$ cat config.mk
export PLATFORM = sky130hd
export DESIGN_NAME = button_gesture_classifier
export DESIGN_NICKNAME = d
export VERILOG_FILES = /design/src/design/bgc_pkg.sv /design/src/design/button_gesture_classifier.sv /design/src/design/bgc_cfg_regs.sv /design/src/design/bgc_engine.sv
export SDC_FILE = /design/constraint.sdc
export NUM_CORES = 1
export LEC_CHECK = 0
export ABC_AREA = 1
export CORE_ASPECT_RATIO = 0.5
export CORE_MARGIN = 3
export CORE_UTILIZATION = 50
export DETAILED_ROUTE_END_ITERATION = 8
export DONT_BUFFER_PORTS = 1
export PLACE_DENSITY = 0.71
export SYNTH_ARGS = -nofsm -noshare
export SYNTH_HDL_FRONTEND = slang
export SYNTH_SLANG_ARGS = --single-unit
$ cat constraint.sdc
create_clock -name clk -period 7.5 [get_ports clk]
set_input_delay 0.75 -clock clk [delete_from_list [all_inputs] [get_ports clk]]
set_output_delay 0.75 -clock clk [all_outputs]
set_load 0.01 [all_outputs]
$ cat src/design/bgc_pkg.sv
// ----------------------------------------------------------------------------
// bgc_pkg - button gesture classifier shared definitions
// Event codes, configuration register indexes, register defaults and the
// configuration register bundle.
// ----------------------------------------------------------------------------
package bgc_pkg;

	localparam int NOW_W     = 32;
	localparam int CFG_W     = 16;
	localparam int CFG_IDX_W = 4;

	typedef enum logic [1:0] {
		EV_NONE   = 2'd0,
		EV_SINGLE = 2'd1,
		EV_DOUBLE = 2'd2,
		EV_HOLD   = 2'd3
	} event_t;

	localparam logic [CFG_IDX_W-1:0] REG_DEBOUNCE   = 4'd0;
	localparam logic [CFG_IDX_W-1:0] REG_HOLD       = 4'd1;
	localparam logic [CFG_IDX_W-1:0] REG_DOUBLE_GAP = 4'd2;
	localparam logic [CFG_IDX_W-1:0] REG_MIN_TAP    = 4'd3;

	localparam logic [CFG_W-1:0] DEBOUNCE_RST   = 16'd50;
	localparam logic [CFG_W-1:0] HOLD_RST       = 16'd1000;
	localparam logic [CFG_W-1:0] DOUBLE_GAP_RST = 16'd300;
	localparam logic [CFG_W-1:0] MIN_TAP_RST    = 16'd80;

	typedef struct packed {
		logic [CFG_W-1:0] debounce_time;
		logic [CFG_W-1:0] hold_time;
		logic [CFG_W-1:0] double_gap_time;
		logic [CFG_W-1:0] min_tap_time;
	} cfg_t;

endpackage

$ cat src/design/button_gesture_classifier.sv
// ----------------------------------------------------------------------------
// button_gesture_classifier - debounced click, double click and hold detector
// Classifies polls of an active-low button into single click, double click
// and hold events, and reports the debounced pressed level.
// ----------------------------------------------------------------------------
//  channel  handshake              payload
//  in       in_valid / in_stall    raw_level, now_ms
//  out      out_valid / out_stall  event_res, led_on
//  cfg      cfg_valid / cfg_ready  cfg_index, cfg_data
//
//  One poll per cycle sustained while the output is not stalled; a request
//  passes through the input register, one classification pass and the
//  result register. Reset loads the default timings and a released button.
//  A stalled result holds in the result register while the input register
//  takes one more request; the input stalls only when both are full.
// ----------------------------------------------------------------------------
module button_gesture_classifier #(
	parameter int TIME_WIDTH = 32
) (
	input  logic                          clk,
	input  logic                          arst_n,
	input  logic                          in_valid,
	output logic                          in_stall,
	input  logic                          raw_level,
	input  logic [bgc_pkg::NOW_W-1:0]     now_ms,
	output logic                          out_valid,
	input  logic                          out_stall,
	output logic [1:0]                    event_res,
	output logic                          led_on,
	input  logic                          cfg_valid,
	output logic                          cfg_ready,
	input  logic [bgc_pkg::CFG_IDX_W-1:0] cfg_index,
	input  logic [bgc_pkg::CFG_W-1:0]     cfg_data
);

	logic                      valid_s1;
	logic                      raw_s1;
	logic [bgc_pkg::NOW_W-1:0] now_s1;
	logic                      out_valid_q;
	bgc_pkg::event_t           event_q;
	logic                      led_q;
	logic                      adv;
	bgc_pkg::cfg_t             cfg;
	bgc_pkg::event_t           event_nxt;
	logic                      led_nxt;

	assign adv       = valid_s1 && (!out_valid_q || !out_stall);
	assign in_stall  = valid_s1 && !adv;
	assign out_valid = out_valid_q;
	assign event_res = event_q;
	assign led_on    = led_q;

	bgc_cfg_regs u_cfg (
		.clk       (clk),
		.arst_n    (arst_n),
		.cfg_valid (cfg_valid),
		.cfg_ready (cfg_ready),
		.cfg_index (cfg_index),
		.cfg_data  (cfg_data),
		.cfg       (cfg)
	);

	bgc_engine #(.TIME_WIDTH(TIME_WIDTH)) u_engine (
		.clk       (clk),
		.arst_n    (arst_n),
		.en        (adv),
		.raw_level (raw_s1),
		.now_ms    (now_s1),
		.cfg       (cfg),
		.event_nxt (event_nxt),
		.led_nxt   (led_nxt)
	);

	always_ff @(posedge clk or negedge arst_n) begin
		if (!arst_n) begin
			valid_s1    <= 1'b0;
			out_valid_q <= 1'b0;
		end else begin
			if (in_valid && !in_stall) begin
				valid_s1 <= 1'b1;
			end else if (adv) begin
				valid_s1 <= 1'b0;
			end
			if (adv) begin
				out_valid_q <= 1'b1;
			end else if (!out_stall) begin
				out_valid_q <= 1'b0;
			end
		end
	end

	always_ff @(posedge clk) begin
		if (in_valid && !in_stall) begin
			raw_s1 <= raw_level;
			now_s1 <= now_ms;
		end
		if (adv) begin
			event_q <= event_nxt;
			led_q   <= led_nxt;
		end
	end

`ifndef NO_ASSERTIONS
	a_stall_only_full: assert property (@(posedge clk) disable iff (!arst_n)
		in_stall |-> (valid_s1 && out_valid_q && out_stall))
		else $error("input stalled with room in the pipeline");

	a_adv_fills_out: assert property (@(posedge clk) disable iff (!arst_n)
		adv |=> out_valid_q)
		else $error("classified request lost");

	a_s1_held: assert property (@(posedge clk) disable iff (!arst_n)
		(valid_s1 && !adv) |=> (valid_s1 && $stable(now_s1) && $stable(raw_s1)))
		else $error("waiting request dropped or changed");
`endif

endmodule

$ cat src/design/bgc_cfg_regs.sv
// ----------------------------------------------------------------------------
// bgc_cfg_regs - configuration register file
// Four 16-bit timing registers written through a valid/ready request port.
// Indexes beyond the register list are ignored.
// ----------------------------------------------------------------------------
module bgc_cfg_regs (
	input  logic                           clk,
	input  logic                           arst_n,
	input  logic                           cfg_valid,
	output logic                           cfg_ready,
	input  logic [bgc_pkg::CFG_IDX_W-1:0]  cfg_index,
	input  logic [bgc_pkg::CFG_W-1:0]      cfg_data,
	output bgc_pkg::cfg_t                  cfg
);

	bgc_pkg::cfg_t cfg_q;

	assign cfg_ready = 1'b1;
	assign cfg       = cfg_q;

	always_ff @(posedge clk or negedge arst_n) begin
		if (!arst_n) begin
			cfg_q.debounce_time   <= bgc_pkg::DEBOUNCE_RST;
			cfg_q.hold_time       <= bgc_pkg::HOLD_RST;
			cfg_q.double_gap_time <= bgc_pkg::DOUBLE_GAP_RST;
			cfg_q.min_tap_time    <= bgc_pkg::MIN_TAP_RST;
		end else if (cfg_valid && cfg_ready) begin
			case (cfg_index)
				bgc_pkg::REG_DEBOUNCE:   cfg_q.debounce_time   <= cfg_data;
				bgc_pkg::REG_HOLD:       cfg_q.hold_time       <= cfg_data;
				bgc_pkg::REG_DOUBLE_GAP: cfg_q.double_gap_time <= cfg_data;
				bgc_pkg::REG_MIN_TAP:    cfg_q.min_tap_time    <= cfg_data;
				default: ;
			endcase
		end
	end

endmodule

$ cat src/design/bgc_engine.sv
// ----------------------------------------------------------------------------
// bgc_engine - debounce and gesture state
// Holds the debounce and gesture state and classifies one poll per enabled
// cycle. Event and debounced level are combinational from the poll and state.
// ----------------------------------------------------------------------------
module bgc_engine #(
	parameter int TIME_WIDTH = 32
) (
	input  logic                          clk,
	input  logic                          arst_n,
	input  logic                          en,
	input  logic                          raw_level,
	input  logic [bgc_pkg::NOW_W-1:0]     now_ms,
	input  bgc_pkg::cfg_t                 cfg,
	output bgc_pkg::event_t               event_nxt,
	output logic                          led_nxt
);

	logic                  last_raw_q;
	logic [TIME_WIDTH-1:0] debounce_start_q;
	logic                  stable_pressed_q;
	logic [TIME_WIDTH-1:0] press_start_q;
	logic                  tap_pending_q;
	logic [TIME_WIDTH-1:0] first_tap_time_q;
	logic                  hold_taken_q;

	logic [TIME_WIDTH-1:0] now_t;
	logic [TIME_WIDTH-1:0] deb_t, hold_t, gap_t, min_t;
	logic [TIME_WIDTH-1:0] db_start_n, db_el, gap_el, dur, ps_n, ft_n, gap1_el, hold_el;
	logic                  settled, pressed, changed, released_tap, is_double;
	logic                  tp1, ht1, hold_hit, single_early, single_late;
	logic                  sp_d, tp_d, ht_d;
	bgc_pkg::event_t       ev_d;

	assign now_t  = TIME_WIDTH'(now_ms);
	assign deb_t  = TIME_WIDTH'(cfg.debounce_time);
	assign hold_t = TIME_WIDTH'(cfg.hold_time);
	assign gap_t  = TIME_WIDTH'(cfg.double_gap_time);
	assign min_t  = TIME_WIDTH'(cfg.min_tap_time);

	always_comb begin
		db_start_n   = (raw_level != last_raw_q) ? now_t : debounce_start_q;
		db_el        = now_t - db_start_n;
		settled      = !(db_el < deb_t);
		gap_el       = now_t - first_tap_time_q;
		single_early = tap_pending_q && (gap_el > gap_t);

		pressed      = !raw_level;
		changed      = pressed != stable_pressed_q;
		dur          = now_t - press_start_q;
		released_tap = changed && !pressed && !hold_taken_q &&
			(dur >= min_t) && (dur < hold_t);
		is_double    = released_tap && tap_pending_q && (gap_el <= gap_t);

		ps_n = (changed && pressed) ? now_t : press_start_q;
		ht1  = changed ? 1'b0 : hold_taken_q;
		tp1  = tap_pending_q;
		ft_n = first_tap_time_q;
		if (released_tap && !is_double) begin
			tp1  = 1'b1;
			ft_n = now_t;
		end

		hold_el     = now_t - ps_n;
		hold_hit    = pressed && !ht1 && (hold_el >= hold_t);
		gap1_el     = now_t - ft_n;
		single_late = tp1 && (gap1_el > gap_t);

		sp_d = stable_pressed_q;
		tp_d = tap_pending_q;
		ht_d = hold_taken_q;
		ev_d = bgc_pkg::EV_NONE;
		if (!settled) begin
			if (single_early) begin
				tp_d = 1'b0;
				ev_d = bgc_pkg::EV_SINGLE;
			end
		end else begin
			sp_d = pressed;
			ht_d = ht1;
			tp_d = tp1;
			if (is_double) begin
				tp_d = 1'b0;
				ev_d = bgc_pkg::EV_DOUBLE;
			end else if (hold_hit) begin
				ht_d = 1'b1;
				tp_d = 1'b0;
				ev_d = bgc_pkg::EV_HOLD;
			end else if (single_late) begin
				tp_d = 1'b0;
				ev_d = bgc_pkg::EV_SINGLE;
			end
		end
	end

	assign event_nxt = ev_d;
	assign led_nxt   = sp_d;

	always_ff @(posedge clk or negedge arst_n) begin
		if (!arst_n) begin
			last_raw_q       <= 1'b1;
			debounce_start_q <= '0;
			stable_pressed_q <= 1'b0;
			press_start_q    <= '0;
			tap_pending_q    <= 1'b0;
			first_tap_time_q <= '0;
			hold_taken_q     <= 1'b0;
		end else if (en) begin
			last_raw_q       <= raw_level;
			debounce_start_q <= db_start_n;
			stable_pressed_q <= sp_d;
			tap_pending_q    <= tp_d;
			hold_taken_q     <= ht_d;
			if (settled) begin
				press_start_q    <= ps_n;
				first_tap_time_q <= ft_n;
			end
		end
	end

`ifndef NO_ASSERTIONS
	a_hold_while_pressed: assert property (@(posedge clk) disable iff (!arst_n)
		(en && ev_d == bgc_pkg::EV_HOLD) |-> sp_d)
		else $error("hold event without debounced press");

	a_double_on_release: assert property (@(posedge clk) disable iff (!arst_n)
		(en && ev_d == bgc_pkg::EV_DOUBLE) |-> (!sp_d && stable_pressed_q))
		else $error("double click outside a release");

	a_hold_marks_taken: assert property (@(posedge clk) disable iff (!arst_n)
		(en && ev_d == bgc_pkg::EV_HOLD) |=> (hold_taken_q && !tap_pending_q))
		else $error("hold event did not mark hold taken");
`endif

endmodule
==> impl_metrics.yaml, run 1 <==
status:
  outcome: "completed"
sta:
  setup_viol: 0
  fin_setup_tns_ps: 0
  finalHoldViolCount: 0
  max_slew_margin_pct: 17.3
  period_share_pct: 97.6
  tightest_slew_ps: 1240
  fmax_ghz: 0.137
  layout_min_cycle_time_ps: 7320
  rsz0062_at_grt: "true"
  drv_slew: 0
  fin_skew_ps: 15.1
  whs_ps: 63.2
synth:
  syn_nets: 3466
  yosysSeqAreaShare_pct: 25.4
  synth-edff-count: 36
  syn-instance-count: 3155
  ys_ff_latch: 202
  netlist_area_mm2: 0.0207
  post_synth.cell_area_avg_um2: 6.56
  synth_warnings: 0
  synth_flop_cell: "dfrtp_1"
  ys_async_sr_fraction_pct: 82.2
  synth_cell_types: 59
worst_setup_path:
  cp_max_fo: 4
  crit_required_ps: 7790
  slowest_stage: "edfxtp_1"
  rr_worst_depth: 54
  cp-start-kind: "flip-flop"
  crit_cells: 54
  critPathMostFrequentCell: "nand2_1"
  cp.arrival_ps: 7610
  slowest_delay_ps: 480
  worstSetupEndpointType: "flip-flop"
  crit_buf_inv: 5
  critPathKind: "reg -> reg"
  critical_path.top_delay_family: "simple AND/OR/NAND/NOR gates"
pwr:
  cellLeakagePower_nw: 12.2
  peakVddDrop_uv: 177
  powerDensity_mw_per_mm2: 329
final_layout:
  final_common_cell: "nand2_1"
  instances_no_fill: 3852
  fin_util_pct: 59.7
  nets: 3611
  final_area_mm2: 0.0238
  area_growth_pct: 14.9
  layout-drive-gt1-share_pct: 11.8
  final_cell_mix: "919 x nand2_1, 501 x inv_1, 227 x o21ai_0"
floorplan:
  start_util_pct: 52.0
  num_rows: 51
  ios: 64
  coreArea_mm2: 0.0398
  die_y_um: 150
  die-area_mm2: 0.0440
  die_w_um: 294
placement:
  dpl_cell_area_mm2: 0.0222
  numPlacedInstances: 3775
  io_buffers: 0
  dp_hpwl_um: 57200
  gp_congestion: 1.02
hold_path:
  hold_class: "in -> async"
clock_tree:
  numCtsBuffers: 22
  cts_root_buffer: "clkbuf_16"
  htreeDepth: 1
  path_clk_slew_ps: 70
  clk_latency_ps: 540
  cts_max_path_buffers: 3
  clkSinkCount: 202
  cts_tree: "built"
route:
  drc: 0
  routed_via_density: 5.61
  wire_per_inst_um: 18.5
  drt-total-wl_um: 71300
  drt_iter0_drc: 2502
  firstDrtPassIters: 6
  drtAntennaViolNets: 0
  vias: 21600
global_routing:
  grt_max_degree: 151
  grt_pass1_wl_um: 108000
  grt.total_usage_pct: 31.6
  grt_overflow: 0
  grt_pass1_vias: 19300
  antenna_found_initial: 8
flow_run:
  maxCapViolations: 0
==> cell type report <==
| type | instances | area (µm²) |
|---|---|---|
| Fill cell | 3722 | 16000 |
| Multi-Input combinational cell | 2380 | 13800 |
| Sequential cell | 202 | 5260 |
| Inverter | 515 | 1940 |
| Timing Repair Buffer | 179 | 1400 |
| Tap cell | 530 | 663 |
| Clock buffer | 28 | 604 |
| Clock inverter | 12 | 113 |
| Antenna cell | 6 | 15.0 |
==> synth_stat cells (all sizes together) (5+ instances only) <==
library cell  instances  share of area [%]
a21boi                8               0.33
fa                    5               0.48
a211oi                5               0.18
nand2               956                 18
edfxtp               36                5.2
xnor2                30                1.3
nand3               135                3.5
nand4                39                1.2
clkbuf               40               0.73
nor2                245                4.6
o21ai               299                7.3
xor2                 67                2.8
dfrtp               150                 18
o21bai               15               0.62
buf                  18               0.76
a21oi               216                5.3
nor3                 37               0.94
nand3b               21               0.76
inv                 514                9.3
ha                  248                 15
nor4                  6               0.18
o21a                 10               0.36
dfstp                16                2.0
==> flip-flops by register name, indices dropped and copies added, names as in the netlist, 2 cells and up <==
| signal | count |
|---|---|
| event_res | 2 |
| now_s1 | 32 |
| u_cfg.cfg | 64 |
| u_engine.debounce_start_q | 32 |
| u_engine.first_tap_time_q | 32 |
| u_engine.press_start_q | 32 |
==> stage by stage <==
step	worst slack, ps	power, mW
after global placement	60.1	6.15
after floorplan	276	4.87
after detailed placement	-203	6.27
after CTS	32.6	7.49
final	178	7.83
after global routing	-272	8.53
==> worst reg2reg max path, delay by kind of cell (launching register included) <==
family | cells | cell delay (ps)
XOR/XNOR | 2 | 300
AO/OA/AOI/OAI | 11 | 1600
adder cells (fa/ha/maj) | 5 | 1240
buffers and inverters | 5 | 520
flip-flops | 1 | 480
AND/OR/NAND/NOR | 31 | 2920
==> cells by family (layout without fill, tap and decap cells) <==
kind of cell,count (synthesis),count (layout),share of synthesized area [%]
buffers and inverters,573,734,10.8
adders and majority gates,253,253,15.5
AOI/OAI and AO/OA,576,576,15.0
DFF,202,202,25.4
and+or+nand+nor,1453,1453,29.1
other,1,7,0.0181
xor gates and xnor gates,97,97,4.11
==> repair_timing <==
item	CTS	global route
setup endpoints to repair	2	2
hold buffers	1	0
gates resized for setup	16	110
setup buffers	1	29
endpoints found under the hold margin	150	0
pin swaps	2	30
gates cloned	0	0
==> routing by layer <==
metal / part of all wire (%) / vias to the layer above / routed length (µm) / GRT usage [%]
met5: 0.018 / - / 13 / 0
met2: 39 / 1028 / 27900 / 44.8
met1: 45 / 9974 / 32300 / 47.2
met4: 2.6 / 2 / 1820 / 7.74
li1: - / 10500 / - / -
met3: 13 / 121 / 9290 / 8.65
==> worst paths after layout <==
| kind | from | to | slack [ps] |
|---|---|---|---|
| max | now_s1[1]$_DFFE_PP_ | event_res[0]$_DFFE_PP_ | 180 |
| min | arst_n | u_cfg.cfg[18]$_DFFE_PN1P_ | 60 |
| max reg2reg | now_s1[1]$_DFFE_PP_ | event_res[0]$_DFFE_PP_ | 180 |
| min reg2reg | valid_s1$_DFFE_PN0P_ | out_valid$_DFFE_PN0P_ | 470 |
| max in group asynchronous | arst_n | u_engine.press_start_q[5]$_DFFE_PN0P_ | 6570 |
| min in group clk | now_ms[13] | now_s1[13]$_DFFE_PP_ | 300 |
==> power breakdown <==
| group | switching (mW) | internal (mW) | leakage [nW] | total [mW] |
|---|---|---|---|---|
| clock network | 0.505 | 0.640 | 0.354 | 1.14 |
| logic | 3.07 | 2.01 | 9.38 | 5.08 |
| registers | 0.216 | 1.39 | 2.43 | 1.60 |
(Power assumes the default switching activity.)
==> inputs of run 2 (changes only) <==
- GPL_TIMING_DRIVEN: not set -> 0
==> impl_metrics.yaml, run 2 (synthesis gave the netlist of run 1 again) <==
floorplan:
  start_util_pct: 52.0
  coreArea_mm2: 0.0398
  die_y_um: 150
  ios: 64
  die-area_mm2: 0.0440
  num_rows: 51
  die_w_um: 294
worst_setup_path:
  cp_max_fo: 7
  cp.arrival_ps: 8270
  slowest_delay_ps: 410
  crit_buf_inv: 4
  slowest_stage: "edfxtp_1"
  cp-start-kind: "flip-flop"
  critical_path.top_delay_family: "simple AND/OR/NAND/NOR gates"
  crit_required_ps: 7780
  worstSetupEndpointType: "flip-flop"
  critPathKind: "reg -> reg"
route:
  firstDrtPassIters: 6
  drc: 0
  routed_via_density: 5.57
  drtAntennaViolNets: 0
  drt_iter0_drc: 2401
  vias: 21100
  wire_per_inst_um: 18.0
  drt-total-wl_um: 68000
sta:
  finalWorstSetupSlack_ps: -492
  whs_ps: 80.4
  finalHoldViolCount: 0
  tightest_slew_ps: 1060
  drv_slew: 0
  fin_skew_ps: 17.6
  layout_min_cycle_time_ps: 7990
  max_slew_margin_pct: 28.5
  setup_viol: 2
  rsz0062_at_grt: "true"
  period_share_pct: 107
  fmax_ghz: 0.125
final_layout:
  largest_reg_flops: 64
  final_cell_mix: "920 x nand2_1, 503 x inv_1, 238 x ha_1"
  layout-drive-gt1-share_pct: 8.00
  multi_input_area_mm2: 0.0136
  seqCellArea_mm2: 0.00526
  fill_cells: 3904
  fin_util_pct: 57.9
  final_common_cell: "nand2_1"
  nets: 3546
  final_area_mm2: 0.0231
  area_growth_pct: 11.5
global_routing:
  grt_max_degree: 151
  grt_pass1_wl_um: 105000
  grt.total_usage_pct: 30.7
  grt_overflow: 0
  grt_pass1_vias: 19100
  antenna_found_initial: 2
placement:
  gp_congestion: 0.952
  dp_hpwl_um: 55200
  dpl_cell_area_mm2: 0.0214
  io_buffers: 0
flow_run:
  maxCapViolations: 0
hold_path:
  hold_class: "in -> async"
clock_tree:
  htreeDepth: 1
  cts_tree: "built"
  numCtsBuffers: 22
  clk_latency_ps: 530
  cts_max_path_buffers: 3
  clkSinkCount: 202
  cts_root_buffer: "clkbuf_16"
  path_clk_slew_ps: 60
pwr:
  cellLeakagePower_nw: 11.8
  peakVddDrop_uv: 149
  powerDensity_mw_per_mm2: 317
status:
  outcome: "complete, but fails checks"
  violations: "negative setup slack"
==> run 2: changes by cell type in the layout (fill, tap and decap cells not counted), sizes merged <==
cell    change
buf       -104
clkbuf     +46
clkinv      -7
diode       -5
==> run 2: repair_timing <==
item                       in CTS  in global routing
hold buffers                    1                  0
setup endpoints to repair       2                  2
pin swaps                      34                 44
setup buffers                  43                 13
resized for setup              69                 38
hold endpoints to repair      150                  0
==> run 2: layer usage <==
layer  up-vias  track usage, %  routed length (µm)
met5         -               0                   7
met2       856            44.9               27100
li1      10300               -                   -
met3        69            4.80                6900
met4         2            6.35                1310
met1      9794            47.4               32700
==> run 2: final timing paths <==
kind | from | to | slack [ps] | depth (start not counted)
setup / recovery | now_s1[12]$_DFFE_PP_ | event_res[0]$_DFFE_PP_ | -490 | 50
hold / removal | arst_n | u_cfg.cfg[19]$_DFFE_PN1P_ | 80 | 0
setup reg to reg | now_s1[12]$_DFFE_PP_ | event_res[0]$_DFFE_PP_ | -490 | 50
hold reg to reg | valid_s1$_DFFE_PN0P_ | out_valid$_DFFE_PN0P_ | 450 | 2
max in group asynchronous | arst_n | u_engine.press_start_q[25]$_DFFE_PN0P_ | 6650 | 1
min in group clk | now_ms[13] | now_s1[13]$_DFFE_PP_ | 320 | 0
==> run 2: cell type report <==
cell class	instances	share of cell area (%)
multi-input combinational	2380	58.8
sequential	202	22.8
inverter	515	8.39
tap	530	2.87
clock buffer	35	2.82
timing repair buffer	58	2.49
buffer	56	1.44
clock inverter	5	0.358
antenna	1	0.0108
==> run 2: metrics by stage <==
stage	setup slack, ps	TNS (ps)	power [mW]	std cells
2_1_floorplan	276	0	4.87	3155
3_3_place_gp	-2490	-4840	5.76	3685
3_5_place_dp	-2540	-4980	5.88	3686
4_1_cts	-680	-1270	7.18	3769
5_1_grt	-811	-1570	8.03	3782
6_report	-492	-898	7.31	3782
==> run 2: power breakdown <==
part | switching, mW | total [mW] | internal, mW
Clock | 0.463 | 1.13 | 0.665
Sequential | 0.210 | 1.60 | 1.39
Combinational | 2.85 | 4.59 | 1.74
